$ cat src/design/cgd_pkg.sv
// Shared types and constants for the crank gap decoder and edge scheduler.
// Holds the request/result payload structs, result kind codes and register defaults.
// No dependencies.
`timescale 1ns / 1ps

package cgd_pkg;

    // Wheel geometry: crank degrees covered by one tooth
    localparam int unsigned DEGREES_PER_TOOTH = 6;

    // Request type codes
    localparam logic REQ_CAPTURE  = 1'b0;
    localparam logic REQ_OVERFLOW = 1'b1;

    // Result kind codes
    localparam logic [1:0] KIND_RATE = 2'd0;
    localparam logic [1:0] KIND_EDGE = 2'd1;
    localparam logic [1:0] KIND_STOP = 2'd2;

    // Output channel of the final scheduled edge (injectors 2 and 3)
    localparam logic [1:0] CH_INJ_B = 2'd3;

    // Configuration register indexes
    localparam logic [2:0] CFG_CORE_CLOCK  = 3'd0;
    localparam logic [2:0] CFG_OVF_LIMIT   = 3'd1;
    localparam logic [2:0] CFG_COIL_DWELL  = 3'd2;
    localparam logic [2:0] CFG_FIRST_TDC   = 3'd3;
    localparam logic [2:0] CFG_SECOND_TDC  = 3'd4;

    // Configuration reset values
    localparam logic [31:0] CORE_CLOCK_RESET = 32'd64000000;
    localparam logic [15:0] OVF_LIMIT_RESET  = 16'd97;
    localparam logic [31:0] COIL_DWELL_RESET = 32'd192000;
    localparam logic [5:0]  FIRST_TDC_RESET  = 6'd20;
    localparam logic [5:0]  SECOND_TDC_RESET = 6'd52;

    // One incoming request
    typedef struct packed {
        logic        req_type;
        logic [15:0] capture_ticks;
        logic [7:0]  advance_deg;
        logic [31:0] inj_pulse_ticks;
        logic [31:0] inj_lead_ticks;
    } cgd_req_t;

    // One result
    typedef struct packed {
        logic [1:0]  kind;
        logic [15:0] tooth_rate;
        logic [31:0] delay_ticks;
        logic [1:0]  channel;
        logic        level_off;
        logic        restarted;
        logic        last;
    } cgd_rsp_t;

endpackage

$ cat src/design/crank_gap_decoder_scheduler_core.sv
// Top level of the 60-minus-2 crank gap decoder and coil/injector edge scheduler.
// Depends on cgd_pkg (payload structs, kind codes, register defaults).
// Built around a bit-serial restoring divider and a shift-add multiplier.
`timescale 1ns / 1ps

// Usage
//   Request channel (req_valid / req_stall / req_data): tooth captures and timer
//   overflows. A request is taken when req_valid is high and req_stall is low.
//   Result channel (rsp_valid / rsp_stall / rsp_data): rate updates, stop reports
//   and, on the gap, eight scheduled edges in fixed order, last flagged.
//   Config port (cfg_we / cfg_index / cfg_wdata): write while the block is idle.
// Work per request
//   Overflow request: counted as it is taken; a stop report also passes through ST_EMIT1.
//   Ordinary tooth: setup (ST_CHK, ST_SUM7, ST_TEST), 32 divide steps, rate, result.
//   Gap tooth: rate divide (32 steps), period / degrees-per-tooth divide
//   (32 steps), three 8-step multiplies, then one edge per cycle while the output is free.
//   The divider is one-bit-per-cycle; one request is in work at a time and
//   req_stall stays high until its results are all loaded.
// Reset
//   rst_n clears sync, the overflow count and both periods, and loads the
//   register defaults.
// Stall
//   A held result waits in the output register; the next request is still taken
//   and worked on, and its first result waits for the register to free up.

module crank_gap_decoder_scheduler_core #(
    parameter int unsigned DEGREES_PER_TOOTH = cgd_pkg::DEGREES_PER_TOOTH
) (
    input  logic               clk,
    input  logic               rst_n,
    input  logic               req_valid,
    output logic               req_stall,
    input  cgd_pkg::cgd_req_t  req_data,
    output logic               rsp_valid,
    input  logic               rsp_stall,
    output cgd_pkg::cgd_rsp_t  rsp_data,
    input  logic               cfg_we,
    input  logic [2:0]         cfg_index,
    input  logic [31:0]        cfg_wdata
);

    // Sequencer state codes
    localparam logic [3:0] ST_IDLE     = 4'd0;
    localparam logic [3:0] ST_CHK      = 4'd1;
    localparam logic [3:0] ST_SUM7     = 4'd2;
    localparam logic [3:0] ST_TEST     = 4'd3;
    localparam logic [3:0] ST_DIV_RATE = 4'd4;
    localparam logic [3:0] ST_RATE     = 4'd5;
    localparam logic [3:0] ST_DIV_ADV  = 4'd6;
    localparam logic [3:0] ST_MUL      = 4'd7;
    localparam logic [3:0] ST_IGN      = 4'd8;
    localparam logic [3:0] ST_EMIT1    = 4'd9;
    localparam logic [3:0] ST_EMIT8    = 4'd10;

    // Multiply job codes
    localparam logic [1:0] MUL_TDC_A = 2'd0;
    localparam logic [1:0] MUL_TDC_B = 2'd1;
    localparam logic [1:0] MUL_ADV   = 2'd2;

    localparam int DIV_W     = 32;
    localparam int DIV_CNT_W = $clog2(DIV_W);
    localparam logic [DIV_CNT_W-1:0] DIV_LAST = DIV_CNT_W'(DIV_W - 1);
    localparam int MUL_W     = 8;
    localparam int MUL_CNT_W = $clog2(MUL_W);
    localparam logic [MUL_CNT_W-1:0] MUL_LAST = MUL_CNT_W'(MUL_W - 1);
    localparam logic [2:0] EMIT_LAST = 3'd7;

    // Configuration registers
    logic [31:0] core_clock_reg, core_clock_next;
    logic [15:0] ovf_limit_reg, ovf_limit_next;
    logic [31:0] coil_dwell_reg, coil_dwell_next;
    logic [5:0]  first_tdc_reg, first_tdc_next;
    logic [5:0]  second_tdc_reg, second_tdc_next;

    // Control and decoder state
    logic [3:0]  state_reg, state_next;
    logic        rsp_valid_reg, rsp_valid_next;
    logic [15:0] ovf_count_reg, ovf_count_next;
    logic [31:0] older_reg, older_next;
    logic [31:0] newest_reg, newest_next;
    logic        in_sync_reg, in_sync_next;
    logic        gap_reg, gap_next;
    logic [DIV_CNT_W-1:0] div_cnt_reg, div_cnt_next;
    logic [MUL_CNT_W-1:0] mul_cnt_reg, mul_cnt_next;
    logic [1:0]  mul_sel_reg, mul_sel_next;
    logic [2:0]  emit_idx_reg, emit_idx_next;

    // Datapath registers
    cgd_pkg::cgd_req_t req_hold_reg, req_hold_next;
    cgd_pkg::cgd_rsp_t rsp_data_reg, rsp_data_next;
    logic [34:0] o5_reg, o5_next;
    logic [34:0] o7_reg, o7_next;
    logic        rs_reg, rs_next;
    logic [31:0] div_rem_reg, div_rem_next;
    logic [31:0] div_dq_reg, div_dq_next;
    logic [31:0] div_dvs_reg, div_dvs_next;
    logic [31:0] mul_acc_reg, mul_acc_next;
    logic [31:0] mul_mcand_reg, mul_mcand_next;
    logic [MUL_W-1:0] mul_mplier_reg, mul_mplier_next;
    logic [31:0] tdc_a_reg, tdc_a_next;
    logic [31:0] tdc_b_reg, tdc_b_next;
    logic [31:0] ign_a_reg, ign_a_next;
    logic [31:0] ign_b_reg, ign_b_next;
    logic [15:0] rate_reg, rate_next;
    logic [1:0]  emit_kind_reg, emit_kind_next;

    // Helpers
    logic        out_free;
    logic [15:0] ovf_inc;
    logic [31:0] period_new;
    logic [34:0] n2;
    logic [33:0] div_diff;
    logic        div_borrow;
    logic [31:0] div_rem_step;
    logic [31:0] div_dq_step;
    logic [31:0] mul_acc_step;
    logic [31:0] emit_ign;
    logic [31:0] emit_tdc;
    logic [31:0] emit_delay;

    assign out_free = !rsp_valid_reg || !rsp_stall;

    // Overflow count, saturating
    assign ovf_inc = (ovf_count_reg != 16'hFFFF) ? ovf_count_reg + 16'd1 : ovf_count_reg;

    // Period = capture + 65535 * overflows, written as (count << 16) - count + capture
    assign period_new = {ovf_count_reg, 16'h0000} - {16'h0000, ovf_count_reg}
                      + {16'h0000, req_data.capture_ticks};

    assign n2 = {2'b00, newest_reg, 1'b0};

    // One restoring divide step: shift in the next dividend bit, trial subtract
    assign div_diff     = {1'b0, div_rem_reg, div_dq_reg[31]} - {2'b00, div_dvs_reg};
    assign div_borrow   = div_diff[33];
    assign div_rem_step = div_borrow ? {div_rem_reg[30:0], div_dq_reg[31]} : div_diff[31:0];
    assign div_dq_step  = {div_dq_reg[30:0], !div_borrow};

    // One shift-add multiply step
    assign mul_acc_step = mul_acc_reg + (mul_mplier_reg[0] ? mul_mcand_reg : 32'd0);

    // Scheduled edge time: index bit 2 picks the cylinder pair, bits 1:0 the edge
    assign emit_ign = emit_idx_reg[2] ? ign_b_reg : ign_a_reg;
    assign emit_tdc = emit_idx_reg[2] ? tdc_b_reg : tdc_a_reg;

    always_comb
    begin
        unique case (emit_idx_reg[1:0])
            2'd0:    emit_delay = emit_ign - coil_dwell_reg;
            2'd1:    emit_delay = emit_ign;
            2'd2:    emit_delay = emit_tdc - req_hold_reg.inj_lead_ticks;
            default: emit_delay = emit_tdc + req_hold_reg.inj_pulse_ticks;
        endcase
    end

    // Configuration writes
    always_comb
    begin
        core_clock_next = core_clock_reg;
        ovf_limit_next  = ovf_limit_reg;
        coil_dwell_next = coil_dwell_reg;
        first_tdc_next  = first_tdc_reg;
        second_tdc_next = second_tdc_reg;
        if (cfg_we)
        begin
            unique case (cfg_index)
                cgd_pkg::CFG_CORE_CLOCK: core_clock_next = cfg_wdata;
                cgd_pkg::CFG_OVF_LIMIT:  ovf_limit_next  = cfg_wdata[15:0];
                cgd_pkg::CFG_COIL_DWELL: coil_dwell_next = cfg_wdata;
                cgd_pkg::CFG_FIRST_TDC:  first_tdc_next  = cfg_wdata[5:0];
                cgd_pkg::CFG_SECOND_TDC: second_tdc_next = cfg_wdata[5:0];
                default: ;
            endcase
        end
    end

    // Sequencer and datapath
    always_comb
    begin
        state_next      = state_reg;
        rsp_valid_next  = rsp_valid_reg;
        ovf_count_next  = ovf_count_reg;
        older_next      = older_reg;
        newest_next     = newest_reg;
        in_sync_next    = in_sync_reg;
        gap_next        = gap_reg;
        div_cnt_next    = div_cnt_reg;
        mul_cnt_next    = mul_cnt_reg;
        mul_sel_next    = mul_sel_reg;
        emit_idx_next   = emit_idx_reg;
        req_hold_next   = req_hold_reg;
        rsp_data_next   = rsp_data_reg;
        o5_next         = o5_reg;
        o7_next         = o7_reg;
        rs_next         = rs_reg;
        div_rem_next    = div_rem_reg;
        div_dq_next     = div_dq_reg;
        div_dvs_next    = div_dvs_reg;
        mul_acc_next    = mul_acc_reg;
        mul_mcand_next  = mul_mcand_reg;
        mul_mplier_next = mul_mplier_reg;
        tdc_a_next      = tdc_a_reg;
        tdc_b_next      = tdc_b_reg;
        ign_a_next      = ign_a_reg;
        ign_b_next      = ign_b_reg;
        rate_next       = rate_reg;
        emit_kind_next  = emit_kind_reg;

        // Output register drains when taken
        if (rsp_valid_reg && !rsp_stall)
        begin
            rsp_valid_next = 1'b0;
        end

        unique case (state_reg)
            ST_IDLE:
            begin
                if (req_valid)
                begin
                    req_hold_next = req_data;
                    if (req_data.req_type == cgd_pkg::REQ_OVERFLOW)
                    begin
                        if (ovf_inc > ovf_limit_reg)
                        begin
                            // Engine stopped: drop sync and history
                            ovf_count_next = 16'd0;
                            older_next     = 32'd0;
                            newest_next    = 32'd0;
                            in_sync_next   = 1'b0;
                            emit_kind_next = cgd_pkg::KIND_STOP;
                            state_next     = ST_EMIT1;
                        end
                        else
                        begin
                            ovf_count_next = ovf_inc;
                        end
                    end
                    else
                    begin
                        older_next     = newest_reg;
                        newest_next    = period_new;
                        ovf_count_next = 16'd0;
                        state_next     = ST_CHK;
                    end
                end
            end

            ST_CHK:
            begin
                if (older_reg == 32'd0 || newest_reg == 32'd0)
                begin
                    state_next = ST_IDLE;
                end
                else
                begin
                    o5_next    = {1'b0, older_reg, 2'b00} + {3'b000, older_reg};
                    state_next = ST_SUM7;
                end
            end

            ST_SUM7:
            begin
                o7_next    = o5_reg + {2'b00, older_reg, 1'b0};
                state_next = ST_TEST;
            end

            // Gap test and start of the tooth rate divide
            ST_TEST:
            begin
                gap_next     = (n2 >= o5_reg) && (n2 < o7_reg);
                div_dq_next  = core_clock_reg;
                div_rem_next = 32'd0;
                div_cnt_next = '0;
                if ((n2 >= o5_reg) && (n2 < o7_reg))
                begin
                    div_dvs_next = older_reg;
                    rs_next      = !in_sync_reg;
                    in_sync_next = 1'b1;
                end
                else
                begin
                    div_dvs_next = newest_reg;
                end
                state_next = ST_DIV_RATE;
            end

            ST_DIV_RATE:
            begin
                div_rem_next = div_rem_step;
                div_dq_next  = div_dq_step;
                div_cnt_next = div_cnt_reg + 1'b1;
                if (div_cnt_reg == DIV_LAST)
                begin
                    state_next = ST_RATE;
                end
            end

            // Saturate the rate; on the gap start period / degrees-per-tooth
            ST_RATE:
            begin
                rate_next = (div_dq_reg[31:16] != 16'h0000) ? 16'hFFFF : div_dq_reg[15:0];
                if (gap_reg)
                begin
                    div_dq_next  = older_reg;
                    div_rem_next = 32'd0;
                    div_dvs_next = 32'(DEGREES_PER_TOOTH);
                    div_cnt_next = '0;
                    state_next   = ST_DIV_ADV;
                end
                else
                begin
                    emit_kind_next = cgd_pkg::KIND_RATE;
                    state_next     = ST_EMIT1;
                end
            end

            ST_DIV_ADV:
            begin
                div_rem_next = div_rem_step;
                div_dq_next  = div_dq_step;
                div_cnt_next = div_cnt_reg + 1'b1;
                if (div_cnt_reg == DIV_LAST)
                begin
                    mul_acc_next    = 32'd0;
                    mul_mcand_next  = older_reg;
                    mul_mplier_next = MUL_W'(first_tdc_reg);
                    mul_cnt_next    = '0;
                    mul_sel_next    = MUL_TDC_A;
                    state_next      = ST_MUL;
                end
            end

            // Three multiplies in turn: tdcA, tdcB, then advance ticks
            ST_MUL:
            begin
                mul_acc_next    = mul_acc_step;
                mul_mcand_next  = {mul_mcand_reg[30:0], 1'b0};
                mul_mplier_next = {1'b0, mul_mplier_reg[MUL_W-1:1]};
                mul_cnt_next    = mul_cnt_reg + 1'b1;
                if (mul_cnt_reg == MUL_LAST)
                begin
                    mul_cnt_next = '0;
                    unique case (mul_sel_reg)
                        MUL_TDC_A:
                        begin
                            tdc_a_next      = mul_acc_step;
                            mul_acc_next    = 32'd0;
                            mul_mcand_next  = older_reg;
                            mul_mplier_next = MUL_W'(second_tdc_reg);
                            mul_sel_next    = MUL_TDC_B;
                        end
                        MUL_TDC_B:
                        begin
                            tdc_b_next      = mul_acc_step;
                            mul_acc_next    = 32'd0;
                            mul_mcand_next  = div_dq_reg;
                            mul_mplier_next = req_hold_reg.advance_deg;
                            mul_sel_next    = MUL_ADV;
                        end
                        default:
                        begin
                            state_next = ST_IGN;
                        end
                    endcase
                end
            end

            ST_IGN:
            begin
                ign_a_next    = tdc_a_reg - mul_acc_reg;
                ign_b_next    = tdc_b_reg - mul_acc_reg;
                emit_idx_next = 3'd0;
                state_next    = ST_EMIT8;
            end

            // Single result: rate update or stop report
            ST_EMIT1:
            begin
                if (out_free)
                begin
                    rsp_data_next      = '0;
                    rsp_data_next.kind = emit_kind_reg;
                    rsp_data_next.tooth_rate =
                        (emit_kind_reg == cgd_pkg::KIND_STOP) ? 16'd0 : rate_reg;
                    rsp_data_next.last = 1'b1;
                    rsp_valid_next     = 1'b1;
                    state_next         = ST_IDLE;
                end
            end

            // Eight scheduled edges; channel is the edge index over two
            ST_EMIT8:
            begin
                if (out_free)
                begin
                    rsp_data_next.kind        = cgd_pkg::KIND_EDGE;
                    rsp_data_next.tooth_rate  = rate_reg;
                    rsp_data_next.delay_ticks = emit_delay;
                    rsp_data_next.channel     = emit_idx_reg[2:1];
                    rsp_data_next.level_off   = emit_idx_reg[0];
                    rsp_data_next.restarted   = rs_reg;
                    rsp_data_next.last        = (emit_idx_reg == EMIT_LAST);
                    rsp_valid_next            = 1'b1;
                    emit_idx_next             = emit_idx_reg + 3'd1;
                    if (emit_idx_reg == EMIT_LAST)
                    begin
                        state_next = ST_IDLE;
                    end
                end
            end

            default:
            begin
                state_next = ST_IDLE;
            end
        endcase
    end

    // Control registers
    always_ff @(posedge clk or negedge rst_n)
    begin
        if (!rst_n)
        begin
            core_clock_reg <= cgd_pkg::CORE_CLOCK_RESET;
            ovf_limit_reg  <= cgd_pkg::OVF_LIMIT_RESET;
            coil_dwell_reg <= cgd_pkg::COIL_DWELL_RESET;
            first_tdc_reg  <= cgd_pkg::FIRST_TDC_RESET;
            second_tdc_reg <= cgd_pkg::SECOND_TDC_RESET;
            state_reg      <= ST_IDLE;
            rsp_valid_reg  <= 1'b0;
            ovf_count_reg  <= 16'd0;
            older_reg      <= 32'd0;
            newest_reg     <= 32'd0;
            in_sync_reg    <= 1'b0;
            gap_reg        <= 1'b0;
            div_cnt_reg    <= '0;
            mul_cnt_reg    <= '0;
            mul_sel_reg    <= MUL_TDC_A;
            emit_idx_reg   <= 3'd0;
        end
        else
        begin
            core_clock_reg <= core_clock_next;
            ovf_limit_reg  <= ovf_limit_next;
            coil_dwell_reg <= coil_dwell_next;
            first_tdc_reg  <= first_tdc_next;
            second_tdc_reg <= second_tdc_next;
            state_reg      <= state_next;
            rsp_valid_reg  <= rsp_valid_next;
            ovf_count_reg  <= ovf_count_next;
            older_reg      <= older_next;
            newest_reg     <= newest_next;
            in_sync_reg    <= in_sync_next;
            gap_reg        <= gap_next;
            div_cnt_reg    <= div_cnt_next;
            mul_cnt_reg    <= mul_cnt_next;
            mul_sel_reg    <= mul_sel_next;
            emit_idx_reg   <= emit_idx_next;
        end
    end

    // Datapath registers
    always_ff @(posedge clk)
    begin
        req_hold_reg   <= req_hold_next;
        rsp_data_reg   <= rsp_data_next;
        o5_reg         <= o5_next;
        o7_reg         <= o7_next;
        rs_reg         <= rs_next;
        div_rem_reg    <= div_rem_next;
        div_dq_reg     <= div_dq_next;
        div_dvs_reg    <= div_dvs_next;
        mul_acc_reg    <= mul_acc_next;
        mul_mcand_reg  <= mul_mcand_next;
        mul_mplier_reg <= mul_mplier_next;
        tdc_a_reg      <= tdc_a_next;
        tdc_b_reg      <= tdc_b_next;
        ign_a_reg      <= ign_a_next;
        ign_b_reg      <= ign_b_next;
        rate_reg       <= rate_next;
        emit_kind_reg  <= emit_kind_next;
    end

    assign req_stall = (state_reg != ST_IDLE);
    assign rsp_valid = rsp_valid_reg;
    assign rsp_data  = rsp_data_reg;

    // An accepted capture request starts the sequencer, so req_stall is high in the following cycle
    a_capture_busy: assert property (@(posedge clk) disable iff (!rst_n)
        (req_valid && !req_stall && req_data.req_type == cgd_pkg::REQ_CAPTURE) |=> req_stall)
        else $error("capture request did not start the sequencer");

    // The divider never runs on a zero divisor
    a_div_nonzero: assert property (@(posedge clk) disable iff (!rst_n)
        (state_reg == ST_DIV_RATE || state_reg == ST_DIV_ADV) |-> (div_dvs_reg != 32'd0))
        else $error("divide step with zero divisor");

    // The final scheduled edge is the injector 2/3 off edge
    a_last_edge: assert property (@(posedge clk) disable iff (!rst_n)
        (rsp_valid && rsp_data.kind == cgd_pkg::KIND_EDGE && rsp_data.last)
            |-> (rsp_data.channel == cgd_pkg::CH_INJ_B && rsp_data.level_off))
        else $error("last scheduled edge on wrong channel or level");

    // A stop report carries no rate and ends its request
    a_stop_result: assert property (@(posedge clk) disable iff (!rst_n)
        (rsp_valid && rsp_data.kind == cgd_pkg::KIND_STOP)
            |-> (rsp_data.tooth_rate == 16'd0 && rsp_data.last))
        else $error("malformed stop report");

endmodule

$ cat config.mk
export PLATFORM = sky130hd
export DESIGN_NAME = crank_gap_decoder_scheduler_core
export DESIGN_NICKNAME = d
export VERILOG_FILES = /design/src/design/cgd_pkg.sv /design/src/design/crank_gap_decoder_scheduler_core.sv
export SDC_FILE = /design/constraint.sdc
export NUM_CORES = 2
export LEC_CHECK = 0
export ABC_CLOCK_PERIOD_IN_PS = 7180
export BUFFER_PORTS_ARGS = -buffer_cell sky130_fd_sc_hd__buf_2
export CORE_UTILIZATION = 35
export CTS_BUF_LIST = sky130_fd_sc_hd__clkbuf_4 sky130_fd_sc_hd__clkbuf_8 sky130_fd_sc_hd__clkbuf_16
export DETAILED_ROUTE_END_ITERATION = 7
export SLEW_MARGIN = 25
export SYNTH_ARGS = -nofsm -noshare
export SYNTH_HDL_FRONTEND = slang
export SYNTH_SLANG_ARGS = --single-unit
export TNS_END_PERCENT = 50
$ cat constraint.sdc
create_clock -name clk -period 7.18 [get_ports clk]
set_input_delay 0.359 -clock clk [delete_from_list [all_inputs] [get_ports clk]]
set_output_delay 0.359 -clock clk [all_outputs]
set_load 0.1 [all_outputs]
**Yosys cells after proc, flatten, opt, wreduce, memory -nomap -nowiden**

Index checks and enable logic that the tools add are counted.

- Reduce and logical (&&, ||, !) cells: 46
- Add/sub/neg operators: 15
- Eq/ne operators: 38
- Order comparisons: 3
- Bitwise logic cells: 1
- Multiplexer cells: 71

Operators by type and width:

| operator | number |
|---|---|
| two-way mux 32 bit | 16 |
| one-hot mux 32 bit (3 select lines) | 3 |
| one-hot mux 32 bit (2 select lines) | 4 |
| subtractor 32 bit | 4 |
| two-way mux 55 bit | 2 |
| one-hot mux 55 bit (2 select lines) | 1 |
| adder 32 bit | 2 |
| zero test 32 bit | 2 |
| two-way mux 16 bit | 4 |
| two-way mux 4 bit | 11 |
| one-hot mux 4 bit (11 select lines) | 1 |
| adder 34 x 32 -> 35 bit | 1 |
| adder 35 x 33 -> 35 bit | 1 |
| greater-or-equal comparator 33 x 35 -> 1 bit | 1 |
| less-than comparator 33 x 35 -> 1 bit | 1 |
| subtractor 33 x 32 -> 34 bit | 1 |
| adder 32 x 16 -> 32 bit | 1 |
| one-hot mux 8 bit (2 select lines) | 2 |
| subtractor 32 x 16 -> 32 bit | 1 |
| inequality test 2 bit, second input constant | 13 |
| AND reduction 2 bit | 12 |
| adder 16 x 1 -> 16 bit, second input constant | 1 |
| == test 4 x 3 -> 1 bit, second input constant | 4 |
| > comparator 16 bit | 1 |
| other kinds (40) | 84 |

- Bits in registers: 704
- Input port bits: 129
- Output and inout port bits: 57
- Logic and storage cells: 215

**Longest topological paths before layout**

- Depth after elaboration: 7
- Gate-level depth with buffers: 23
- Gate-level depth less buffers: 21

**Least setup slack after synthesis**

Ideal clock, no wire load.

- Path type: register to register
- Start point: register state_reg[2]
- End point: register div_cnt_reg[3]
- Clock period less this slack: 7.043 ns
- Library setup time: 0.168 ns
- Buffers on the path: 1
- Data required time: 7.012 ns
- Setup slack: 0.137 ns
- Data arrival time: 6.875 ns
- Stages on the path, launching flop included: 6
- Cells stage by stage: dfrtp_1 > clkbuf_1 > a311oi_1 > nand4_1 > xor2_1 > nor2_1

- Cells in the longest elaborated chain, start to end: 4
- Elaborated cells between the ends (all ways): 9
- Classes of those cells: eq/ne: 5; mux: 1; reduce/logical: 3

Ends and longest elaborated chain:

| item | line | text |
|---|---|---|
| start, declared | crank_gap_decoder_scheduler_core.sv:76 | `logic [3:0] state_reg, state_next;` |
| start signal, assigned | crank_gap_decoder_scheduler_core.sv:447 | `state_reg <= state_next;` |
| == test 4 x 3 -> 1 bit | crank_gap_decoder_scheduler_core.sv:214 | `unique case (state_reg)` |
| OR reduction 2 bit (no source line) | n/a |  |
| nonzero test 3 bit (no source line) | n/a |  |
| AND reduction 2 bit (no source line) | n/a |  |
| end signal, assigned | crank_gap_decoder_scheduler_core.sv:454 | `div_cnt_reg <= div_cnt_next;` |
| end, declared | crank_gap_decoder_scheduler_core.sv:83 | `logic [DIV_CNT_W-1:0] div_cnt_reg, div_cnt_next;` |

Parallel ways exist; a longest one is shown, timed or not.
A chain may end at the register's enable or synchronous reset.

**Worst setup path in the final report**

- Start point: register ovf_count_reg[3]
- End point: register newest_reg[16]

- Cells in the longest elaborated chain, start to end: 5
- Elaborated cells between the ends (all ways): 9
- Classes of those cells: add/sub: 3; order compare: 1; eq/ne: 2; mux: 2; reduce/logical: 1

Ends and longest elaborated chain:

| item | line | text |
|---|---|---|
| start, declared | crank_gap_decoder_scheduler_core.sv:78 | `logic [15:0] ovf_count_reg, ovf_count_next;` |
| start signal, assigned | crank_gap_decoder_scheduler_core.sv:449 | `ovf_count_reg <= ovf_count_next;` |
| parallel branches: the longest is 5 deep, another holds subtractor 32 x 16 -> 32 bit | n/a |  |
| end signal, assigned | crank_gap_decoder_scheduler_core.sv:451 | `newest_reg <= newest_next;` |
| end, declared | crank_gap_decoder_scheduler_core.sv:80 | `logic [31:0] newest_reg, newest_next;` |

Parallel ways; which one is timed is not known.

==> results.json <==
{
  "fin_crit_sh": 0.809,
  "synth_commonest_cells": "511 x edfxtp_1, 381 x a21oi_1, 357 x ha_1",
  "p_leak_nw": 20.7,
  "dominantRegCellSynth": "edfxtp_1",
  "grt_pass1_vias": 32100,
  "synth_top_area_cell": "edfxtp_1",
  "final_cells": 6132,
  "cts_made_buffers": 81,
  "slew_headroom": 0.352,
  "drc": 0,
  "routed_wl_mm": 122,
  "ctsResizeCount": 0,
  "reg2reg_from": "ovf_count_reg[3]",
  "synth_top_area_frac": 0.356,
  "ir_drop_mv": 0.295,
  "syn_inst": 4174,
  "avgSynthCellArea_um2": 10.3,
  "yosysMostFrequentCell": "edfxtp_1",
  "h-tree-depth": 3,
  "drive_gt1_frac": 0.131,
  "min_period_ns": 5.81,
  "nNetsFinal": 4931,
  "setup_viol": 0,
  "clk_pin_slew_ns": 0.06,
  "dr.pass1.iters": 5,
  "cp-start-kind": "register",
  "tns_ns": 0,
  "synth_seq_cells": 703,
  "synth_cell_types": 80,
  "crit_required_ns": 7.65,
  "crit_start": "ovf_count_reg[3]",
  "syn2layout_area_growth_pct": 15.5,
  "antenna_found_initial": 11,
  "cts_root_buf": "clkbuf_16",
  "drtIter0Drc": 2459,
  "fin_skew_ns": 0.0283,
  "rows": 128,
  "die_area_um2": 125000,
  "crit_fanout": 44,
  "rsz0062_at_grt": "no",
  "synthTopCellsByArea": "edfxtp_1 36%, ha_1 10%, dfrtp_1 9.9%",
  "portBuffers": 185,
  "drv_slew": 0,
  "status": "finished, final reports clean",
  "end_kind": "register",
  "synthArstFlopShare": 0.273,
  "tightestPinTransition_ns": 0.963,
  "cts_buffer_depth": 3,
  "fmax_mhz": 172,
  "cts_tree": "yes",
  "synth_area_um2": 43100,
  "hold_viol": 0,
  "clock_latency_ns": 0.64,
  "hp-start": "cfg_wdata[8]",
  "grt_max_degree": 78,
  "grt_usage": 0.193,
  "yosys_warnings": 0,
  "power_density_nw_per_um2": 385,
  "routed_via_density": 5.32,
  "start_util": 0.353,
  "wire_per_inst_um": 19.9,
  "largest_reg_flops": 72,
  "ant_nets": 0,
  "grt_overflow": 0,
  "dp_cells": 5886,
  "ys_seq_area_frac": 0.468,
  "die_y_um": 353,
  "coreArea_um2": 122000,
  "min_path_type": "in -> reg",
  "vias": 32600,
  "worstPathArrival_ns": 6.28,
  "grt_pass1_wl_mm": 189,
  "maxCapViolCount": 0,
  "die_w_um": 353,
  "syn_nets": 4669,
  "numClockSinks": 703,
  "gp_congestion": 0.896,
  "dpl.hpwl_mm": 91.6,
  "critical_path_class": "reg -> reg",
  "synth_edf_count": 511,
  "reg2reg_slack_ns": 1.37,
  "fin_util": 0.408,
  "io_pins": 186
}
==> timing repair <==
action | CTS | global route
setup buffers | 0 | 0
hold buffers | 92 | 0
hold endpoints to repair | 157 | 0
==> through the flow <==
stage / hold WS [ns] / instance area (um^2) / worst slack, ns / total power [W]
2_1_floorplan: 0.0634 / 43100 / 0.137 / 0.0125
3_3_place_gp: 0.372 / 46000 / 1.59 / 0.0146
3_5_place_dp: 0.372 / 46000 / 1.45 / 0.0147
4_1_cts: 0.000632 / 49800 / 1.46 / 0.0192
5_1_grt: 0.0104 / 49800 / 0.882 / 0.0204
6_report: 0.0346 / 49800 / 1.37 / 0.0192
==> cell usage in the layout (no fill, tap or decap), drive strengths merged, types with 44 or more instances in the layout <==
master       netlist  routed
mux2             115     115
nor3              47      47
ha               357     357
nor2             272     272
nand2b            55      55
a21oi            381     381
a21o             145     145
o21ai            217     217
clkbuf           129     113
o22ai             73      73
o21a              44      44
edfxtp           511     511
nand2            314     314
inv              289     294
xor2              94      94
dlygate4sd3        0      92
xnor2            188     188
and2              59      59
dfrtp            170     170
nand3             69      69
and3              56      56
buf               11     226
==> worst max-delay path, cell delays in order (launching register included) <==
cell	delay (ns)
dfrtp_1	0.51
inv_1	0.18
nor4_1	0.51
and3_1	0.30
and3_1	0.18
and4_1	0.28
nand3_1	0.38
and4_1	0.45
nand2_1	0.13
xnor2_1	0.08
ha_1	0.31
a21o_1	0.12
a21o_1	0.10
a21oi_1	0.06
o211a_1	0.22
a21o_1	0.18
a31oi_1	0.29
nand2b_1	0.19
nand2_2	0.47
buf_4	0.46
nand2_1	0.10
o21ai_0	0.10
==> cell type report <==
class / instances / area (um^2)
clock inverters: 36 / 485
flip-flops and latches: 703 / 20200
inverters: 289 / 1090
diodes: 6 / 15.0
multi-input cells: 3042 / 21500
well taps: 1625 / 2030
repair buffers: 319 / 2190
fillers: 11800 / 72200
clock buffers: 112 / 2360
==> path summary, 6_finish.rpt <==
kind / end / cells after the start
setup / recovery: newest_reg[16] / 21
hold / removal: ovf_limit_reg[8] / 3
setup reg to reg: newest_reg[16] / 21
hold reg to reg: o7_reg[0] / 0
max in group asynchronous: emit_idx_reg[2] / 3
min in group asynchronous: older_reg[21] / 2
==> cells by family after synthesis <==
group	after synthesis	share of synthesized area
AO/OA/AOI/OAI	1163	0.169
XOR/XNOR	282	0.0573
adder cells (fa/ha/maj)	366	0.108
buffers and inverters	429	0.0375
flip-flops	703	0.468
multiplexers	156	0.0395
AND/OR/NAND/NOR	1075	0.121
==> power by group <==
group	switching, W	internal [W]	leakage (nW)	total, W
sequential	0.00101	0.00573	7.06	0.00674
combinational	0.00490	0.00311	12.3	0.00801
clock	0.00173	0.00267	1.41	0.00440
==> layer usage <==
layer / track usage / share of wire
met4: 0.0552 / 0.027
met5: 0 / 0.00034
met1: 0.267 / 0.46
met2: 0.315 / 0.46
met3: 0.0261 / 0.051
(Power assumes the default switching activity.)
